$ cat src/hw/rtl/sqvs_pkg.sv
// Shared types, constants and table functions for the sprite quad vertex setup.
`default_nettype none

package sqvs_pkg;

  localparam int SINE_ENTRIES_DEF = 1024;

  // Register indexes on the configuration port.
  localparam logic [1:0] REG_VIEWPORT_W = 2'd0;
  localparam logic [1:0] REG_VIEWPORT_H = 2'd1;
  localparam logic [1:0] REG_TEXTURE_W  = 2'd2;
  localparam logic [1:0] REG_TEXTURE_H  = 2'd3;

  localparam int CFG_W     = 14;
  localparam int NUM_W     = 35;
  localparam int DEN_W     = 19;
  localparam int QUO_W     = 16;
  localparam int ANGLE_MOD = 5760;

  // floor(x / 45) = (x * RECIP45) >> RECIP45_SHIFT for any x below 2^19.
  localparam logic [19:0] RECIP45       = 20'd745655;
  localparam int          RECIP45_SHIFT = 25;

  typedef struct packed {
    logic signed [15:0] dst_left;
    logic signed [15:0] dst_top;
    logic signed [15:0] dst_width;
    logic signed [15:0] dst_height;
    logic [31:0]        tint_rgba;
    logic [12:0]        rot_angle;
    logic [15:0]        src_left;
    logic [15:0]        src_top;
    logic [15:0]        src_width;
    logic [15:0]        src_height;
  } sprite_t;

  typedef struct packed {
    logic signed [15:0] ndc_x;
    logic signed [15:0] ndc_y;
    logic [31:0]        vertex_rgba;
    logic [15:0]        tex_u;
    logic [15:0]        tex_v;
    logic               last_vertex;
  } vertex_t;

  // Sine of a turn phase in Q32, result in Q14. Evaluated only while the
  // lookup tables are built.
  function automatic logic signed [15:0] isin(input logic [31:0] p);
    logic [1:0]         q;
    logic [63:0]        r;
    logic [63:0]        x;
    logic [63:0]        x2;
    logic [63:0]        term;
    logic signed [63:0] s;
    q = p[31:30];
    r = {34'd0, p[29:0]};
    if (q[0]) begin
      r = 64'h4000_0000 - r;
    end
    x    = (r * 64'd1686629713) >> 30;
    x2   = (x * x) >> 30;
    s    = signed'(x);
    term = ((x * x2) >> 30) / 64'd6;
    s    = s - signed'(term);
    term = ((term * x2) >> 30) / 64'd20;
    s    = s + signed'(term);
    term = ((term * x2) >> 30) / 64'd42;
    s    = s - signed'(term);
    term = ((term * x2) >> 30) / 64'd72;
    s    = s + signed'(term);
    term = ((term * x2) >> 30) / 64'd110;
    s    = s - signed'(term);
    if (s < 0) begin
      s = 0;
    end
    s = (s + 64'sd32768) >>> 16;
    return q[1] ? 16'(-s) : 16'(s);
  endfunction

  // Corner sent as the k-th vertex: triangles 0,1,2 and 2,1,3.
  function automatic logic [1:0] corner_of(input logic [2:0] k);
    logic [1:0] c;
    case (k)
      3'd0:    c = 2'd0;
      3'd1:    c = 2'd1;
      3'd2:    c = 2'd2;
      3'd3:    c = 2'd2;
      3'd4:    c = 2'd1;
      3'd5:    c = 2'd3;
      default: c = 2'd0;
    endcase
    return c;
  endfunction

endpackage

`default_nettype wire

$ cat src/hw/rtl/sqvs_div.sv
// Pipelined restoring divider, one quotient bit per register stage.
`default_nettype none

module sqvs_div (
  input  wire logic                         clk,
  input  wire logic [sqvs_pkg::NUM_W-1:0]   num,
  input  wire logic [sqvs_pkg::DEN_W-1:0]   den,
  output logic      [sqvs_pkg::QUO_W-1:0]   quo
);

  // The numerator is always below den * 2^QUO_W, so QUO_W steps suffice.
  logic [sqvs_pkg::NUM_W-1:0] rem [sqvs_pkg::QUO_W+1];
  logic [sqvs_pkg::QUO_W-1:0] qs  [sqvs_pkg::QUO_W+1];

  assign rem[0] = num;
  assign qs[0]  = '0;

  for (genvar i = 0; i < sqvs_pkg::QUO_W; i++) begin : g_step
    localparam int B = sqvs_pkg::QUO_W - 1 - i;
    logic [sqvs_pkg::NUM_W-1:0] dsh;
    logic                       ge;

    assign dsh = sqvs_pkg::NUM_W'(den) << B;
    assign ge  = rem[i] >= dsh;

    always_ff @(posedge clk) begin
      rem[i+1] <= ge ? rem[i] - dsh : rem[i];
      qs[i+1]  <= {qs[i][sqvs_pkg::QUO_W-2:0], ge};
    end
  end

  assign quo = qs[sqvs_pkg::QUO_W];

endmodule

`default_nettype wire

$ cat config.mk
export PLATFORM = sky130hd
export DESIGN_NAME = sqvs_div
export DESIGN_NICKNAME = d
export VERILOG_FILES = /design/src/hw/rtl/sqvs_pkg.sv /design/src/hw/rtl/sqvs_div.sv
export SDC_FILE = /design/constraint.sdc
export NUM_CORES = 1
export LEC_CHECK = 0
export BUFFER_PORTS_ARGS = -buffer_cell sky130_fd_sc_hd__buf_2
export CORE_ASPECT_RATIO = 2
export CORE_MARGIN = 2
export CORE_UTILIZATION = 54
export CTS_BUF_LIST = sky130_fd_sc_hd__clkbuf_4 sky130_fd_sc_hd__clkbuf_8
export CTS_CLUSTER_SIZE = 30
export DETAILED_ROUTE_END_ITERATION = 16
export PLACE_DENSITY_LB_ADDON = 0.05
export SYNTH_ARGS = -nofsm -noshare
export SYNTH_HDL_FRONTEND = slang
export SYNTH_SLANG_ARGS = --single-unit
$ cat constraint.sdc
create_clock -name clk -period 3.77 [get_ports clk]
set_clock_uncertainty 0.2 [all_clocks]
set_input_delay 0.1885 -clock clk [delete_from_list [all_inputs] [get_ports clk]]
set_output_delay 0.1885 -clock clk [all_outputs]
set_load 0.005 [all_outputs]
==> results.json, run 1 <==
{
  "status": "complete, no violations",
  "crit_slowest_cell": "or4_4",
  "tightest_slew_ns": 0.8152,
  "finish.net_count": 4274,
  "detailed_place_hpwl_mm": 70.69,
  "ir_drop_v": 0.0007422,
  "min_period_ns": 3.707,
  "syn_to_final_growth_pct": 15.21,
  "port-buffer-count": 70,
  "first_global_vias": 27245,
  "startpoint_type": "input pin",
  "wl_met3_mm": 4.160,
  "routed_via_density": 5.793,
  "drv_slew": 0,
  "grt_pass1_wl_mm": 146.5,
  "cts_tree": "yes",
  "synth-edff-count": 0,
  "top_layer": "met4",
  "synthesis.area_um2": 33420,
  "path_common_cell": "dlygate4sd3_1",
  "cp_data_arrival_time_ns": 4.16,
  "slew_headroom_pct": 45.65,
  "drt-total-wl_mm": 94.70,
  "ys_seq_area_share_pct": 39.60,
  "synth_warnings": 0,
  "synth_area_per_cell_um2": 9.183,
  "max_stage_delay_ns": 0.60,
  "p_per_area_nw_per_um2": 895.7,
  "gp_congestion": 0.9468,
  "clk_latency_ns": 0.76,
  "cts_num_sinks": 661,
  "cts.clk_slew.worst_paths_ns": 0.08,
  "hold_violations": 0,
  "clockBufferDepth": 3,
  "finalPower_uw": 34480,
  "cp_max_fo": 33,
  "overflow": 0,
  "synth_ff_type": "dfxtp_1",
  "netlist_instances": 3639,
  "ys_types": 97,
  "cp.required_ns": 4.22,
  "dpl_cell_area_um2": 35120,
  "fin_crit_sh_pct": 98.33,
  "fp-row-count": 129,
  "worstSetupPathType": "input pin to register",
  "ys_ff_latch": 661,
  "syn-num-nets": 4013,
  "crit_path_end_kind": "register",
  "grt_usage_pct": 29.24,
  "route.vias.total": 27622,
  "initial_core_util_pct": 54.34,
  "grt_max_degree": 39,
  "root_buffer": "clkbuf_8",
  "wire_per_inst_um": 19.86,
  "setup_viol": 0,
  "crit_chain": "dlygate4sd3_1 -> buf_2 -> ha_1 -> nand2_1 -> nor2_2 -> nand3_2 -> or4_4 -> o21ai_4 -> a31oi_4 -> buf_12 -> nand2_1 -> dlygate4sd3_1 -> o21ai_0 -> dlygate4sd3_1",
  "die_h_um": 355.8,
  "fin_hold_ws_ns": 0.06493,
  "dieArea_um2": 64010,
  "die_w_um": 179.9,
  "p_leak_uw": 0.01649,
  "timing.fmax_ghz": 0.2697,
  "layout-drive-gt1-share_pct": 11.46,
  "cts_buffers": 95,
  "h-tree-depth": 3,
  "dr_wl_met2_mm": 46.27,
  "ys_async_sr_fraction_pct": 0,
  "drcViolationCount": 0,
  "drt-met1-wl_mm": 37.89,
  "maxCapViolations": 0,
  "core-area_um2": 61500,
  "holdCritPathClass": "input pin to register",
  "drtIter0Drc": 1687,
  "ant_nets": 0,
  "drtPass1Iterations": 8,
  "antenna_found_initial": 2,
  "num_io_pins": 71,
  "fin_area_um2": 38500
}
## flip-flops by register name, summed over array words and instances, names as in the netlist
signal	count
quo	16
rem	525
qs	120
## stage by stage
step | setup slack, ns | util, % | instances | setup TNS (ns)
CTS | 0.007482 | 62.50 | 4764 | 0
global route | -0.01022 | 62.60 | 4766 | -0.01022
finish | 0.06280 | 62.61 | 4768 | 0
detailed placement | -0.0008671 | 57.11 | 4482 | -0.0008671
floorplan | 0.5899 | - | 3639 | 0
global placement | 0.007336 | 57.11 | 4482 | 0
## routing by layer
metal,GRT usage (%),up-vias
met5,0,-
li1,-,13634
met2,51.79,830
met1,32.93,12872
met3,3.751,286
met4,18.99,0
## critical path: cells and delay by family
| kind | cells | cell delay, ns |
|---|---|---|
| AOI/OAI and AO/OA | 3 | 0.41 |
| adders and majority gates | 1 | 0.37 |
| buffers and inverters | 5 | 2.02 |
| and+or+nand+nor | 5 | 1.15 |
## final cells by class
class	count	area (µm²)
inverter	117	442.9
timing repair buffer	260	2250
antenna	3	7.507
multi-input combinational	2765	19330
clock buffer	140	1827
sequential	661	13230
fill	5271	23000
tap	786	983.4
clock inverter	36	427.9
## placed cells by master (no fill, tap or decap), drive strengths merged, types with 16 or more instances in the layout
cell | Yosys | layout
dfxtp | 661 | 661
a21oi | 341 | 341
ha | 304 | 304
nor2 | 301 | 301
nand2 | 245 | 245
o21ai | 241 | 241
xnor2 | 197 | 197
buf | 49 | 154
clkbuf | 47 | 140
xor2 | 137 | 137
a21o | 125 | 125
inv | 117 | 120
dlygate4sd3 | 0 | 106
nor3 | 89 | 89
nand3 | 72 | 72
nand2b | 63 | 63
mux2 | 62 | 62
nand4 | 52 | 52
nor4 | 51 | 51
nor2b | 43 | 43
o21a | 41 | 41
or3 | 29 | 29
a31oi | 29 | 29
o21bai | 24 | 24
a211oi | 24 | 24
and3 | 21 | 21
o31a | 21 | 21
clkinv | 0 | 19
o211ai | 16 | 16
o31ai | 16 | 16
## synthesized netlist by cell type, types with 43 or more instances
library cell	count	area share (%)
mux2_2	53	1.8
xor2_1	137	3.6
nand2_1	245	2.8
nor3_1	87	1.3
clkbuf_1	47	0.53
o21ai_0	228	3.4
nor4_1	50	0.94
dfxtp_1	661	40
nand3_1	71	1.1
nand2b_1	63	1.2
inv_1	116	1.3
nor2b_1	43	0.81
nor2_1	301	3.4
xnor2_1	197	5.2
ha_1	304	11
a21o_1	125	2.8
a21oi_1	338	5.1
nand4_1	52	0.97
## logic make-up (layout without fill, tap and decap cells)
family	Yosys count	after routing	share of synthesized area, %
mux	64	64	2.217
compound gates	987	987	18.77
flops	661	661	39.60
xor+xnor	334	334	8.754
other cells	0	3	0
buf+inv	213	553	2.737
simple gates	1061	1061	15.64
fa+ha+maj	319	319	12.28
## power breakdown
part           switching (µW)  internal [µW]
clock network            2860           3690
registers                2160           9620
logic                    8700           7440
total                   13700          20800
## path summary, 6_finish.rpt
kind / slack (ns) / from / to / cells after the start
setup / recovery: 0.06 / num[24] / rem[550] / 14
hold reg to reg: 0.12 / qs[85] / qs[70] / 0
hold / removal: 0.06 / den[0] / rem[432] / 4
setup reg to reg: 0.35 / rem[503] / rem[489] / 12
## timing repair
item,in CTS,in global routing
resized for setup,0,10
setup buffers,0,1
setup endpoints to repair,0,6
hold endpoints to repair,69,0
hold buffers,106,0
Note: power is estimated with default switching activity, not from simulation.
==> inputs of run 2 (changes only) <==
CTS_BUF_LIST = sky130_fd_sc_hd__clkbuf_8   (was sky130_fd_sc_hd__clkbuf_4 sky130_fd_sc_hd__clkbuf_8)
==> run 2 against run 1 <==
Compared with the run above: hold slack got worse by 0.0033 ns; worst setup slack worse by 0.018 ns; sequential power hardly changed; non-clock buffer count is 1 higher; largest power group unchanged; clock power shrank 3%.
==> results.json, run 2 (synthesized netlist as in run 1, its figures left out) <==
{
  "r2r_cells": 12,
  "fin_crit_sh_pct": 98.81,
  "drtPass1Iterations": 6,
  "holdCritPathClass": "input pin to register",
  "final_cell_mix": "661 x dfxtp_1, 338 x a21oi_1, 304 x ha_1",
  "timing.rr.end": "rem[206]",
  "ant_nets": 0,
  "detailed_place_hpwl_mm": 70.69,
  "cp_data_arrival_time_ns": 4.18,
  "cp_max_fo": 33,
  "grt_pass1_wl_mm": 146.2,
  "cts_buffers": 95,
  "crit_path_end_kind": "register",
  "hold_depth": 5,
  "intPower_uw": 20600,
  "p_per_area_nw_per_um2": 892.4,
  "hold_violations": 0,
  "timing.fmax_ghz": 0.2684,
  "antenna_found_initial": 2,
  "p_sw_uw": 13700,
  "fin_tns_setup_ns": 0,
  "cp.required_ns": 4.22,
  "cts.clk_slew.worst_paths_ns": 0.07,
  "syn_to_final_growth_pct": 15.04,
  "dpl_cell_area_um2": 35120,
  "combPwrFrac_pct": 47.0,
  "drtIter0Drc": 1605,
  "p_sw_share_pct": 39.95,
  "startpoint_type": "input pin",
  "first_global_vias": 27198,
  "core-area_um2": 61500,
  "drcViolationCount": 0,
  "pwr-share-seq_pct": 34.4,
  "grt_max_degree": 39,
  "maxCapViolations": 0,
  "worst_slack_ns": 0.04488,
  "layout.cells.most_common": "dfxtp_1",
  "ir_drop_v": 0.0007401,
  "grt_usage_pct": 29.15,
  "drv_slew": 0,
  "root_buffer": "clkbuf_8",
  "h-tree-depth": 3,
  "p_leak_uw": 0.01651,
  "setup_viol": 0,
  "fin_area_um2": 38440,
  "timing.critical_path.from": "num[25]",
  "final_util_pct": 62.51,
  "cts_num_sinks": 661,
  "largest_reg_flops": 525,
  "fp-row-count": 129,
  "wire_per_inst_um": 19.77,
  "initial_core_util_pct": 54.34,
  "status": "complete, no violations",
  "largest_register": "rem",
  "slew_headroom_pct": 44.60,
  "min_period_ns": 3.725,
  "gp_congestion": 0.9468,
  "port-buffer-count": 70,
  "finish.net_count": 4275,
  "rr_startpoint": "rem[215]",
  "layout-drive-gt1-share_pct": 11.03,
  "clkPwrFrac_pct": 18.6,
  "num_io_pins": 71,
  "routed_via_density": 5.773,
  "drt-total-wl_mm": 94.29,
  "finalPower_uw": 34310,
  "clk_latency_ns": 0.77,
  "route.vias.total": 27527,
  "preCtsSetupSlack_ns": -0.0008671,
  "hp-start": "den[0]",
  "tightest_slew_ns": 0.8310,
  "dieArea_um2": 64010,
  "worst-r2r-setup-slack_ns": 0.33,
  "holdPathEnd": "rem[109]",
  "clockBufferDepth": 3,
  "worstSetupPathType": "input pin to register",
  "overflow": 0,
  "cts_tree": "yes",
  "die_w_um": 179.9,
  "die_h_um": 355.8
}
run 2: repair_timing:
action,4_1_cts,5_1_grt
endpoints found under the hold margin,69,0
hold buffers,107,0
endpoints found under the setup margin,0,6
gates resized for setup,0,9
setup buffers,0,1
run 2: power by group through the flow:
| stage | Sequential, µW | Clock, µW | Combinational, µW |
|---|---|---|---|
| after floorplan | 10800 | 0 | 12500 |
| after global placement | 11900 | 0 | 15600 |
| after detailed placement | 11900 | 0 | 15800 |
| after CTS | 11800 | 6560 | 16000 |
| after global routing | 12000 | 6840 | 18000 |
| final | 11800 | 6390 | 16100 |
run 2: critical path, stage by stage:
cell,delay (ns)
dlygate4sd3_1,0.56
buf_2,0.15
ha_1,0.37
nand2_1,0.12
nor2_2,0.21
nand3_2,0.16
or4_4,0.60
o21ai_4,0.24
a31oi_4,0.08
buf_12,0.20
nand2_1,0.08
dlygate4sd3_1,0.54
o21ai_0,0.09
dlygate4sd3_1,0.58
run 2: per-stage QoR:
| step | hold WS, ns | std cells |
|---|---|---|
| after floorplan | 0.01622 | 3639 |
| after global placement | 0.1040 | 4482 |
| after detailed placement | 0.1070 | 4482 |
| after CTS | 0.006051 | 4765 |
| after global routing | 0.05518 | 4767 |
| final | 0.06158 | 4768 |
run 2: worst max-delay path by stage:
| stage | to | slack (ns) | cells past startpoint |
|---|---|---|---|
| final | rem[550] | 0.04 | 14 |
| after global routing | rem[555] | -0.01 | 14 |
| after CTS | rem[545] | 0.007 | 14 |
| after detailed placement | rem[145] | -0.0009 | 12 |
| after global placement | rem[145] | 0.007 | 12 |
| after floorplan | rem[275] | 0.59 | 11 |
run 2: cell type report:
type | instances | area, µm²
antenna | 2 | 5.005
clock buffer | 124 | 1707
clock inverter | 52 | 488.0
fill | 5278 | 23050
inverter | 117 | 439.2
multi-input combinational | 2765 | 19330
sequential | 661 | 13230
tap | 786 | 983.4
timing repair buffer | 261 | 2260
run 2: routing by layer:
layer | track usage (%) | vias to the layer above | routed length [µm]
met5 | 0 | - | 0
met4 | 18.07 | 0 | 6110
met3 | 4.078 | 281 | 4145
met2 | 51.59 | 801 | 46110
met1 | 32.99 | 12802 | 37920
li1 | - | 13643 | -
